$ cat config.mk
export PLATFORM = sky130hd
export DESIGN_NAME = torus_neighbor_enumerator_unit
export DESIGN_NICKNAME = d
export VERILOG_FILES = /design/src/rtl/core/tne_pkg.sv /design/src/rtl/core/tne_front.sv /design/src/rtl/core/tne_queue.sv /design/src/rtl/core/tne_back.sv /design/src/rtl/core/torus_neighbor_enumerator_unit.sv
export SDC_FILE = /design/constraint.sdc
export NUM_CORES = 2
export LEC_CHECK = 0
export ABC_AREA = 1
export ABC_CLOCK_PERIOD_IN_PS = 11410
export BUFFER_PORTS_ARGS = -buffer_cell sky130_fd_sc_hd__clkbuf_2
export CORE_MARGIN = 5
export CORE_UTILIZATION = 43
export CTS_CLUSTER_DIAMETER = 60
export CTS_CLUSTER_SIZE = 12
export DETAILED_ROUTE_END_ITERATION = 8
export HOLD_SLACK_MARGIN = 0.12
export SLEW_MARGIN = 25
export SYNTH_ARGS = -nofsm -noshare
export SYNTH_HDL_FRONTEND = slang
export SYNTH_SLANG_ARGS = --single-unit
$ cat constraint.sdc
create_clock -name clock -period 11.41 [get_ports clock]
set_input_delay 2.282 -clock clock [delete_from_list [all_inputs] [get_ports clock]]
set_output_delay 2.282 -clock clock [all_outputs]
set_load 0.1 [all_outputs]
$ cat src/rtl/core/tne_pkg.sv
// Shared types, constants and helpers for the torus neighbor enumerator.
package tne_pkg;

   // Design constants.
   localparam int MAX_DIMS   = 3;   // torus dimensions supported, 1 to 3
   localparam int COORD_BITS = 8;   // bits of one coordinate, 1 to 8

   // Field widths fixed by the interface.
   localparam int ID_W          = 24;
   localparam int CFG_DIMS      = 3;
   localparam int SIZE_FIELD_W  = 9;
   localparam int COUNT_FIELD_W = 2;
   localparam int DIST_W        = 2;
   localparam int REG_IDX_W     = 3;

   // Derived widths.
   localparam int SIZE_W     = COORD_BITS + 1;
   localparam int DIM_W      = $clog2(MAX_DIMS + 1);
   localparam int DIM_IDX_W  = (MAX_DIMS > 1) ? $clog2(MAX_DIMS) : 1;
   localparam int MULT_W     = COORD_BITS * (MAX_DIMS - 1) + 1;

   // Divider: quotient bits retired per cycle, and divider steps per dimension.
   localparam int DIV_BITS   = 3;
   localparam int DIV_CYCLES = ID_W / DIV_BITS;
   localparam int STEP_W     = $clog2(DIV_CYCLES);

   // Queue between front and back, a power of two.
   localparam int QUEUE_DEPTH = 2;

   // Per-dimension choice: coordinate minus one, unchanged, plus one.
   localparam int CHOICES = 3;
   localparam int CH_W    = 2;
   localparam logic [CH_W-1:0] CH_MINUS = 2'd0;
   localparam logic [CH_W-1:0] CH_SAME  = 2'd1;
   localparam logic [CH_W-1:0] CH_PLUS  = 2'd2;

   // Register indexes of the control port.
   localparam logic [REG_IDX_W-1:0] REG_DIM_COUNT    = 3'd0;
   localparam logic [REG_IDX_W-1:0] REG_SIZE_DIM0    = 3'd1;
   localparam logic [REG_IDX_W-1:0] REG_SIZE_DIM1    = 3'd2;
   localparam logic [REG_IDX_W-1:0] REG_SIZE_DIM2    = 3'd3;
   localparam logic [REG_IDX_W-1:0] REG_MAX_DISTANCE = 3'd4;

   // Register reset values.
   localparam logic [COUNT_FIELD_W-1:0] RESET_DIM_COUNT = 2'd3;
   localparam logic [SIZE_FIELD_W-1:0]  RESET_SIZE      = 9'd4;
   localparam logic [DIST_W-1:0]        RESET_MAX_DIST  = 2'd1;

   typedef struct packed {
      logic [COUNT_FIELD_W-1:0]                  dim_count;
      logic [CFG_DIMS-1:0][SIZE_FIELD_W-1:0]     size;
      logic [DIST_W-1:0]                         max_distance;
   } cfg_type;

   // One prepared node: for every dimension and choice, the coordinate
   // already weighted by the product of the lower extents.
   typedef struct packed {
      logic [MAX_DIMS-1:0][CHOICES-1:0][ID_W-1:0] term;
      logic [DIM_W-1:0]                           dims;
      logic [DIST_W-1:0]                          max_dist;
   } job_type;

   typedef enum logic [1:0] {
      F_IDLE,
      F_DIV,
      F_MUL,
      F_PUSH
   } front_state_type;

   // A zero extent counts as one, an extent above the coordinate range saturates.
   function automatic logic [SIZE_W-1:0] clamp_size(input logic [SIZE_FIELD_W-1:0] s);
      logic [SIZE_W-1:0] r;
      if (s == '0) begin
         r = SIZE_W'(1);
      end else if (s > SIZE_FIELD_W'(1 << COORD_BITS)) begin
         r = SIZE_W'(1 << COORD_BITS);
      end else begin
         r = SIZE_W'(s);
      end
      return r;
   endfunction

   function automatic logic [DIM_W-1:0] eff_dims(input logic [COUNT_FIELD_W-1:0] n);
      logic [DIM_W-1:0] r;
      if (n > COUNT_FIELD_W'(MAX_DIMS)) begin
         r = DIM_W'(MAX_DIMS);
      end else begin
         r = DIM_W'(n);
      end
      return r;
   endfunction

endpackage

$ cat src/rtl/core/tne_front.sv
// Front part: accepts a node id, splits it into coordinates and weights them.
module tne_front
   import tne_pkg::*;
(
   input  logic            clock,
   input  logic            reset,
   input  logic            req_tvalid,
   output logic            req_tready,
   input  logic [ID_W-1:0] node_id,
   input  cfg_type         cfg,
   input  logic            queue_full,
   output logic            push,
   output job_type         job
);

   front_state_type         state_ff, state_in;
   logic [DIM_IDX_W-1:0]    dim_ff, dim_in;
   logic [STEP_W-1:0]       step_ff, step_in;
   logic [ID_W-1:0]         quo_ff, quo_in;
   logic [COORD_BITS-1:0]   rem_ff, rem_in;
   logic [MULT_W-1:0]       mult_ff, mult_in;
   job_type                 job_ff, job_in;

   logic [SIZE_W-1:0]       size_sel;
   logic [ID_W-1:0]         div_quo;
   logic [COORD_BITS-1:0]   div_rem;
   logic [COORD_BITS-1:0]   c_minus, c_plus;
   logic [COORD_BITS+MULT_W-1:0] p_minus, p_same, p_plus;
   logic [MULT_W+SIZE_W-1:0]     p_mult;
   logic [DIM_W-1:0]        dims_done;
   logic                    dim_last;

   assign size_sel  = clamp_size(cfg.size[dim_ff]);
   assign dims_done = DIM_W'(dim_ff) + DIM_W'(1);
   assign dim_last  = (dims_done == job_ff.dims);

   // Restoring division, DIV_BITS quotient bits per cycle.
   always_comb begin
      logic [SIZE_W-1:0]     trial;
      logic [COORD_BITS-1:0] r;
      logic [ID_W-1:0]       q;
      r = rem_ff;
      q = quo_ff;
      trial = '0;
      for (int i = 0; i < DIV_BITS; i++) begin
         trial = {r, q[ID_W-1]};
         q = {q[ID_W-2:0], 1'b0};
         if (trial >= size_sel) begin
            trial = trial - size_sel;
            q[0] = 1'b1;
         end
         r = trial[COORD_BITS-1:0];
      end
      div_quo = q;
      div_rem = r;
   end

   // Wrapping neighbors of the coordinate and their weighted terms.
   always_comb begin
      logic [SIZE_W-1:0] top;
      top = size_sel - SIZE_W'(1);
      c_minus = (rem_ff == '0) ? top[COORD_BITS-1:0] : rem_ff - COORD_BITS'(1);
      c_plus  = (SIZE_W'(rem_ff) >= top) ? '0 : rem_ff + COORD_BITS'(1);
      p_minus = {{MULT_W{1'b0}}, c_minus} * {{COORD_BITS{1'b0}}, mult_ff};
      p_same  = {{MULT_W{1'b0}}, rem_ff}  * {{COORD_BITS{1'b0}}, mult_ff};
      p_plus  = {{MULT_W{1'b0}}, c_plus}  * {{COORD_BITS{1'b0}}, mult_ff};
      p_mult  = {{SIZE_W{1'b0}}, mult_ff} * {{MULT_W{1'b0}}, size_sel};
   end

   // Next state.
   always_comb begin
      state_in = state_ff;
      unique case (state_ff)
         F_IDLE: begin
            if (req_tvalid) begin
               state_in = (eff_dims(cfg.dim_count) == '0) ? F_PUSH : F_DIV;
            end
         end
         F_DIV: begin
            if (step_ff == STEP_W'(DIV_CYCLES - 1)) begin
               state_in = F_MUL;
            end
         end
         F_MUL: begin
            state_in = dim_last ? F_PUSH : F_DIV;
         end
         F_PUSH: begin
            if (!queue_full) begin
               state_in = F_IDLE;
            end
         end
      endcase
   end

   // Handshake outputs.
   always_comb begin
      req_tready = (state_ff == F_IDLE);
      push       = (state_ff == F_PUSH) && !queue_full;
   end

   // Datapath.
   always_comb begin
      dim_in  = dim_ff;
      step_in = step_ff;
      quo_in  = quo_ff;
      rem_in  = rem_ff;
      mult_in = mult_ff;
      job_in  = job_ff;
      unique case (state_ff)
         F_IDLE: begin
            if (req_tvalid) begin
               quo_in          = node_id;
               rem_in          = '0;
               step_in         = '0;
               dim_in          = '0;
               mult_in         = MULT_W'(1);
               job_in.term     = '0;
               job_in.dims     = eff_dims(cfg.dim_count);
               job_in.max_dist = cfg.max_distance;
            end
         end
         F_DIV: begin
            quo_in  = div_quo;
            rem_in  = div_rem;
            step_in = step_ff + STEP_W'(1);
         end
         F_MUL: begin
            job_in.term[dim_ff][CH_MINUS] = p_minus[ID_W-1:0];
            job_in.term[dim_ff][CH_SAME]  = p_same[ID_W-1:0];
            job_in.term[dim_ff][CH_PLUS]  = p_plus[ID_W-1:0];
            mult_in = p_mult[MULT_W-1:0];
            rem_in  = '0;
            step_in = '0;
            dim_in  = dim_ff + DIM_IDX_W'(1);
         end
         F_PUSH: begin
         end
      endcase
   end

   always_ff @(posedge clock) begin
      if (reset) begin
         state_ff <= F_IDLE;
      end else begin
         state_ff <= state_in;
      end
      dim_ff  <= dim_in;
      step_ff <= step_in;
      quo_ff  <= quo_in;
      rem_ff  <= rem_in;
      mult_ff <= mult_in;
      job_ff  <= job_in;
   end

   assign job = job_ff;

endmodule

$ cat src/rtl/core/tne_queue.sv
// Short queue of prepared nodes between the front and the back part.
module tne_queue
   import tne_pkg::*;
(
   input  logic    clock,
   input  logic    reset,
   input  logic    push,
   input  job_type push_data,
   output logic    full,
   input  logic    pop,
   output job_type head,
   output logic    head_valid
);

   localparam int PTR_W = (QUEUE_DEPTH > 1) ? $clog2(QUEUE_DEPTH) : 1;

   job_type              entry_ff [QUEUE_DEPTH];
   logic [PTR_W-1:0]     wr_ptr_ff, wr_ptr_in;
   logic [PTR_W-1:0]     rd_ptr_ff, rd_ptr_in;
   logic [PTR_W:0]       count_ff, count_in;

   always_comb begin
      wr_ptr_in = push ? wr_ptr_ff + PTR_W'(1) : wr_ptr_ff;
      rd_ptr_in = pop  ? rd_ptr_ff + PTR_W'(1) : rd_ptr_ff;
      count_in  = count_ff;
      if (push && !pop) begin
         count_in = count_ff + (PTR_W+1)'(1);
      end else if (pop && !push) begin
         count_in = count_ff - (PTR_W+1)'(1);
      end
   end

   always_ff @(posedge clock) begin
      if (reset) begin
         wr_ptr_ff <= '0;
         rd_ptr_ff <= '0;
         count_ff  <= '0;
      end else begin
         wr_ptr_ff <= wr_ptr_in;
         rd_ptr_ff <= rd_ptr_in;
         count_ff  <= count_in;
      end
      if (push) begin
         entry_ff[wr_ptr_ff] <= push_data;
      end
   end

   assign full       = (count_ff == (PTR_W+1)'(QUEUE_DEPTH));
   assign head_valid = (count_ff != '0);
   assign head       = entry_ff[rd_ptr_ff];

   a_no_push_full: assert property (@(posedge clock) disable iff (reset)
      push |-> !full)
      else $error("queue written while full");

   a_no_pop_empty: assert property (@(posedge clock) disable iff (reset)
      pop |-> head_valid)
      else $error("queue read while empty");

endmodule

$ cat src/rtl/core/tne_back.sv
// Back part: walks the neighbor choices in depth-first order and emits ids.
module tne_back
   import tne_pkg::*;
(
   input  logic            clock,
   input  logic            reset,
   input  logic            job_valid,
   input  job_type         job,
   output logic            pop,
   output logic            rsp_tvalid,
   input  logic            rsp_tready,
   output logic [ID_W-1:0] neighbor_id,
   output logic            rsp_tlast
);

   logic                          active_ff, active_in;
   logic [MAX_DIMS-1:0][CH_W-1:0] ch_ff, ch_in;
   logic                          rsp_valid_ff, rsp_valid_in;
   logic [ID_W-1:0]               rsp_id_ff, rsp_id_in;
   logic                          rsp_last_ff, rsp_last_in;

   logic [DIM_W-1:0]              acc;
   logic                          emit_ok;
   logic                          final_vec;
   logic                          last_vec;
   logic [ID_W-1:0]               id_sum;
   logic [MAX_DIMS-1:0][CH_W-1:0] ch_step;
   logic [MAX_DIMS-1:0][CH_W-1:0] ch_start;
   logic                          out_free;
   logic                          stall;

   // Classify the current choice vector. Dimensions not in use stay unchanged.
   always_comb begin
      logic in_use;
      logic carry;
      acc       = '0;
      final_vec = 1'b1;
      last_vec  = 1'b1;
      id_sum    = '0;
      for (int d = 0; d < MAX_DIMS; d++) begin
         in_use = (DIM_W'(d) < job.dims);
         if (ch_ff[d] != CH_SAME) begin
            acc = acc + DIM_W'(1);
         end
         if (in_use && (ch_ff[d] != CH_PLUS)) begin
            final_vec = 1'b0;
         end
         // The last result varies the lowest dimensions upward as far as allowed.
         if (ch_ff[d] != ((in_use && (DIST_W'(d) < job.max_dist)) ? CH_PLUS : CH_SAME)) begin
            last_vec = 1'b0;
         end
         id_sum      = id_sum + job.term[d][ch_ff[d]];
         ch_start[d] = in_use ? CH_MINUS : CH_SAME;
      end
      if (job.max_dist == '0) begin
         emit_ok = (acc == '0);
      end else begin
         emit_ok = (acc != '0) && (DIST_W'(acc) <= job.max_dist);
      end
      // Odometer step, the highest dimension in use turns fastest.
      ch_step = ch_ff;
      carry   = 1'b1;
      for (int d = MAX_DIMS - 1; d >= 0; d--) begin
         if ((DIM_W'(d) < job.dims) && carry) begin
            if (ch_ff[d] == CH_PLUS) begin
               ch_step[d] = CH_MINUS;
            end else begin
               ch_step[d] = ch_ff[d] + CH_W'(1);
               carry      = 1'b0;
            end
         end
      end
   end

   assign out_free = !rsp_valid_ff || rsp_tready;
   assign stall    = emit_ok && !out_free;

   always_comb begin
      active_in    = active_ff;
      ch_in        = ch_ff;
      pop          = 1'b0;
      rsp_valid_in = rsp_valid_ff && !rsp_tready;
      rsp_id_in    = rsp_id_ff;
      rsp_last_in  = rsp_last_ff;
      if (!active_ff) begin
         if (job_valid) begin
            active_in = 1'b1;
            ch_in     = ch_start;
         end
      end else if (!stall) begin
         if (emit_ok) begin
            rsp_valid_in = 1'b1;
            rsp_id_in    = id_sum;
            rsp_last_in  = last_vec;
         end
         if (final_vec) begin
            pop       = 1'b1;
            active_in = 1'b0;
         end else begin
            ch_in = ch_step;
         end
      end
   end

   always_ff @(posedge clock) begin
      if (reset) begin
         active_ff    <= 1'b0;
         rsp_valid_ff <= 1'b0;
      end else begin
         active_ff    <= active_in;
         rsp_valid_ff <= rsp_valid_in;
      end
      ch_ff       <= ch_in;
      rsp_id_ff   <= rsp_id_in;
      rsp_last_ff <= rsp_last_in;
   end

   assign rsp_tvalid  = rsp_valid_ff;
   assign neighbor_id = rsp_id_ff;
   assign rsp_tlast   = rsp_last_ff;

   a_walk_has_job: assert property (@(posedge clock) disable iff (reset)
      active_ff |-> job_valid)
      else $error("neighbor walk running without a queued node");

endmodule

$ cat src/rtl/core/torus_neighbor_enumerator_unit.sv
// Top level of the torus neighbor enumerator: control registers and the two halves.
//
// The unit takes one node id per word on the req_ channel and returns the ids
// of its torus neighbors on the rsp_ channel, one id per word, in depth-first
// order (per dimension: coordinate minus one, unchanged, plus one, with
// wrap-around), with rsp_tlast set on the last id of each node. A node gives
// at most 26 words; with max_distance 0 it gives its own id, and with no
// dimensions in use and a nonzero distance it gives none. Duplicates that come
// from extents of one or two are kept. The front part splits the id into
// coordinates with a restoring divider that retires three quotient bits per
// cycle, then weights the coordinates of each dimension. The back part loads
// a node and walks all 3^dims choice vectors, one per cycle while the output
// is not stalled. A two-entry queue sits between the parts, so the front
// prepares the next node while the back still emits the previous one;
// sustained throughput is set by the slower part. The result word sits in an
// output register, and the walk only pauses while that register is full and
// not being taken. Control registers are written on the csr_ channel, which
// is always ready; they must only change while the unit is idle. Indexes
// beyond the register list are ignored.
module torus_neighbor_enumerator_unit
   import tne_pkg::*;
(
   input  logic                    clock,
   input  logic                    reset,
   // Request channel, one node per word.
   input  logic                    req_tvalid,
   output logic                    req_tready,
   input  logic [ID_W-1:0]         req_tdata,    // [23:0] node_id
   // Response channel, one neighbor per word.
   output logic                    rsp_tvalid,
   input  logic                    rsp_tready,
   output logic [ID_W-1:0]         rsp_tdata,    // [23:0] neighbor_id
   output logic                    rsp_tlast,
   // Control register writes.
   input  logic                    csr_valid,
   output logic                    csr_ready,
   input  logic [REG_IDX_W-1:0]    csr_index,
   input  logic [SIZE_FIELD_W-1:0] csr_data
);

   cfg_type cfg_ff, cfg_in;

   logic    push;
   logic    pop;
   logic    queue_full;
   logic    head_valid;
   job_type front_job;
   job_type head_job;

   // The register file accepts a write in every cycle.
   assign csr_ready = 1'b1;

   always_comb begin
      cfg_in = cfg_ff;
      if (csr_valid) begin
         unique case (csr_index)
            REG_DIM_COUNT:    cfg_in.dim_count    = csr_data[COUNT_FIELD_W-1:0];
            REG_SIZE_DIM0:    cfg_in.size[0]      = csr_data;
            REG_SIZE_DIM1:    cfg_in.size[1]      = csr_data;
            REG_SIZE_DIM2:    cfg_in.size[2]      = csr_data;
            REG_MAX_DISTANCE: cfg_in.max_distance = csr_data[DIST_W-1:0];
            default: begin
            end
         endcase
      end
   end

   always_ff @(posedge clock) begin
      if (reset) begin
         cfg_ff.dim_count    <= RESET_DIM_COUNT;
         cfg_ff.size         <= {CFG_DIMS{RESET_SIZE}};
         cfg_ff.max_distance <= RESET_MAX_DIST;
      end else begin
         cfg_ff <= cfg_in;
      end
   end

   // Front: coordinate split and weighting.
   tne_front u_front (
      .clock      (clock),
      .reset      (reset),
      .req_tvalid (req_tvalid),
      .req_tready (req_tready),
      .node_id    (req_tdata),
      .cfg        (cfg_ff),
      .queue_full (queue_full),
      .push       (push),
      .job        (front_job)
   );

   tne_queue u_queue (
      .clock      (clock),
      .reset      (reset),
      .push       (push),
      .push_data  (front_job),
      .full       (queue_full),
      .pop        (pop),
      .head       (head_job),
      .head_valid (head_valid)
   );

   // Back: depth-first walk and result register.
   tne_back u_back (
      .clock       (clock),
      .reset       (reset),
      .job_valid   (head_valid),
      .job         (head_job),
      .pop         (pop),
      .rsp_tvalid  (rsp_tvalid),
      .rsp_tready  (rsp_tready),
      .neighbor_id (rsp_tdata),
      .rsp_tlast   (rsp_tlast)
   );

endmodule

==> flow_summary.ini <==
[floorplan]
dieWidth_um = 344.1
num_rows = 122
initial_core_util_pct = 43.32
die_area_sq_um = 118400
ios = 69
die_y_um = 344.1
core_area_sq_um = 110800

[worst_setup_path]
crit_fanout = 18
critical_path_class = flip-flop to flip-flop
crit_path_frequent_cell = nand2_1
startpoint_type = flip-flop
r2r-start = u_front.dim_ff[0]
cpLargestDelayFamily = simple AND/OR/NAND/NOR gates
arrival_ps = 9710
cp_slowest_cell = o21ai_2
cp.depth = 36
r2r_setup_slack_ps = 2060
r2r_end = u_front.job[217]
crit_start = u_front.dim_ff[0]
critical_path_buf_inv_count = 5
crit_end = u_front.job[217]
max_stage_delay_ps = 730
r2r_cells = 36
critPathCaptureType = flip-flop
worstPathRequired_ps = 11770

[logic_synthesis]
synth.distinct_cells = 54
seq_area_frac_synth_pct = 48.26
ys_ff_latch = 785
yosys_warnings = 0
synth_area_sq_um = 48010
synth_area_per_cell_sq_um = 10.27
syn_inst = 4675
syn_nets = 5317

[routing]
routedWlPerCell_um = 20.33
remaining_drc_errors = 0
ant_nets = 0
via_per_inst = 5.328
vias = 33120
first_pass_iters = 5
drt_wl_total_mm = 126.4
drt_iter0_markers = 2795

[status]
status = finished clean

[sta]
finalSetupTns_ps = 0
rsz0062_at_grt = no
hold_viol_final = 0
fmax_mhz = 106.9
maxSlewViolCount = 0
worstMarginPinSlew_ps = 1050
period_minus_slack_ps = 9353
slew_headroom_pct = 29.48
finalSetupViolCount = 0
fin_skew_ps = 63.12
fin_crit_sh_pct = 81.97

[grt]
busiest_layer = met2
grt_max_degree = 139
gr-total-overflow = 0
antenna_found_initial = 4
grt_first_pass_wirelength_mm = 196.0
use_met3_pct = 2.925
use_met1_pct = 29.64
grt_usage_pct = 21.50
grt_pass1_vias = 33210
grtUsageMet2_pct = 36.08

[placement]
gp_congestion = 0.8659
dp_hpwl_mm = 83.88
io_buffer_count = 67
placed_area_sq_um = 49970

[clocking]
numCtsBuffers = 84
clkTransAtPathRegs_ps = 60
cts-htree-levels = 3
cts.path.max_buffers = 3
cts_resized = 0
clock-sinks = 785
clk_latency_ps = 670
cts_hold_buf = 0
tritoncts = yes
ctsRootBufferMaster = clkbuf_16
cts_setup_buffers = 0

[cells_and_area]
final_nets = 5335
final_cell_mix = 775 x nor2_1, 745 x edfxtp_1, 713 x nand2_1, 587 x inv_1, 424 x o21ai_0
drive_gt1_share_pct = 6.347
layout_commonest_cell = nor2_1
synthToLayoutAreaGrowth_pct = 9.254
design_area_sq_um = 52450

[min_path]
hp-start = u_front.job[123]
hp-class = flip-flop to flip-flop

[flow_run]
max_cap_viol_count = 0
-- cell type report --
| type | count | area, sq um |
|---|---|---|
| sequential | 785 | 23180 |
| clock inverter | 18 | 202.7 |
| inverter | 605 | 2276 |
| multi-input combinational | 3088 | 21830 |
| clock buffer | 102 | 2275 |
| fill | 10200 | 58370 |
| tap | 1488 | 1862 |
| timing repair buffer | 129 | 833.3 |
| antenna | 1 | 2.502 |
-- cells in the mapped netlist (all sizes together) --
master | instances | area, sq um
a21boi | 9 | 67.56
a21o | 7 | 52.55
a21oi | 160 | 819.5
a221oi | 1 | 8.760
a31oi | 10 | 62.56
a32o | 1 | 10.01
and2 | 1 | 6.260
and3 | 1 | 6.260
buf | 32 | 219.0
clkbuf | 165 | 619.3
clkinv | 8 | 30.03
conb | 1 | 3.750
dfxtp | 40 | 800.8
edfxtp | 745 | 22370
fa | 368 | 7367
ha | 233 | 2915
inv | 597 | 2241
mux2i | 1 | 10.01
nand2 | 736 | 2854
nand3 | 60 | 305.3
nand3b | 5 | 37.54
nand4 | 21 | 131.4
nor2 | 786 | 2963
nor3 | 19 | 95.09
nor3b | 2 | 15.01
nor4 | 7 | 43.79
o2111a | 2 | 22.52
o211a | 3 | 30.03
o211ai | 9 | 67.56
o21a | 4 | 30.03
o21ai | 426 | 2136
o21bai | 4 | 30.03
o22ai | 73 | 456.7
o311ai | 1 | 8.760
o31a | 1 | 8.760
o31ai | 5 | 37.54
or2 | 10 | 62.56
or3 | 1 | 6.260
xnor2 | 53 | 464.2
xor2 | 67 | 594.3
-- through the flow --
| stage | hold WS [ps] | setup WS (ps) | util [%] | cells |
|---|---|---|---|---|
| after floorplan | 408.6 | 864.8 | - | 4675 |
| after global placement | 421.3 | 2397 | 45.05 | 6094 |
| after detailed placement | 426.5 | 2228 | 45.09 | 6095 |
| after CTS | 400.9 | 2168 | 47.32 | 6215 |
| after global routing | 408.6 | 1400 | 47.33 | 6215 |
| final | 408.7 | 2057 | 47.33 | 6216 |
-- kinds of logic after synthesis --
group                    share of synthesized area, %
other                                        0.007811
XOR/XNOR                                        2.205
buffers and inverters                           6.476
adder cells (fa/ha/maj)                         21.42
multiplexers                                  0.02085
flip-flops                                      48.26
AND/OR/NAND/NOR                                 13.59
AO/OA/AOI/OAI                                   8.016
-- worst min path at each step --
stage | endpoint | slack, ps | depth (start not counted)
floorplan | u_front.job[0] | 410 | 0
global placement | u_queue.entry_ff[0][14] | 420 | 0
detailed placement | u_front.job[0] | 430 | 0
CTS | u_queue.entry_ff[0][123] | 400 | 0
global route | u_queue.entry_ff[0][123] | 410 | 0
finish | u_queue.entry_ff[0][123] | 410 | 0
-- flip-flops by register name, indices dropped and copies added, names as in the netlist, 2 cells and up, named ones only --
name / cells
u_front.mult_ff: 17
u_back.ch_ff: 6
u_queue.count_ff: 2
u_front.dim_ff: 2
u_back.neighbor_id: 24
u_front.step_ff: 3
u_queue.entry_ff: 440
u_front.quo_ff: 24
u_front.rem_ff: 8
u_front.job: 220
cfg_ff: 31
u_front.state_ff: 2
-- per-layer routing --
layer / routed length, um / up-vias
met4: 3103 / 0
met3: 8617 / 200
met5: 0 / -
met1: 54210 / 16440
li1: - / 15320
met2: 60440 / 1158
-- worst reg2reg max path, delay by kind of cell, from the launching register on --
family	cells	cell delay, ps
xor+xnor	2	450
simple gates	14	2750
compound gates	9	2170
flops	1	590
buf+inv	5	630
fa+ha+maj	6	2470
Power is left out: the tool's default activity adds up to more than one toggle a clock period on the data nets, which glitch-free logic cannot reach.
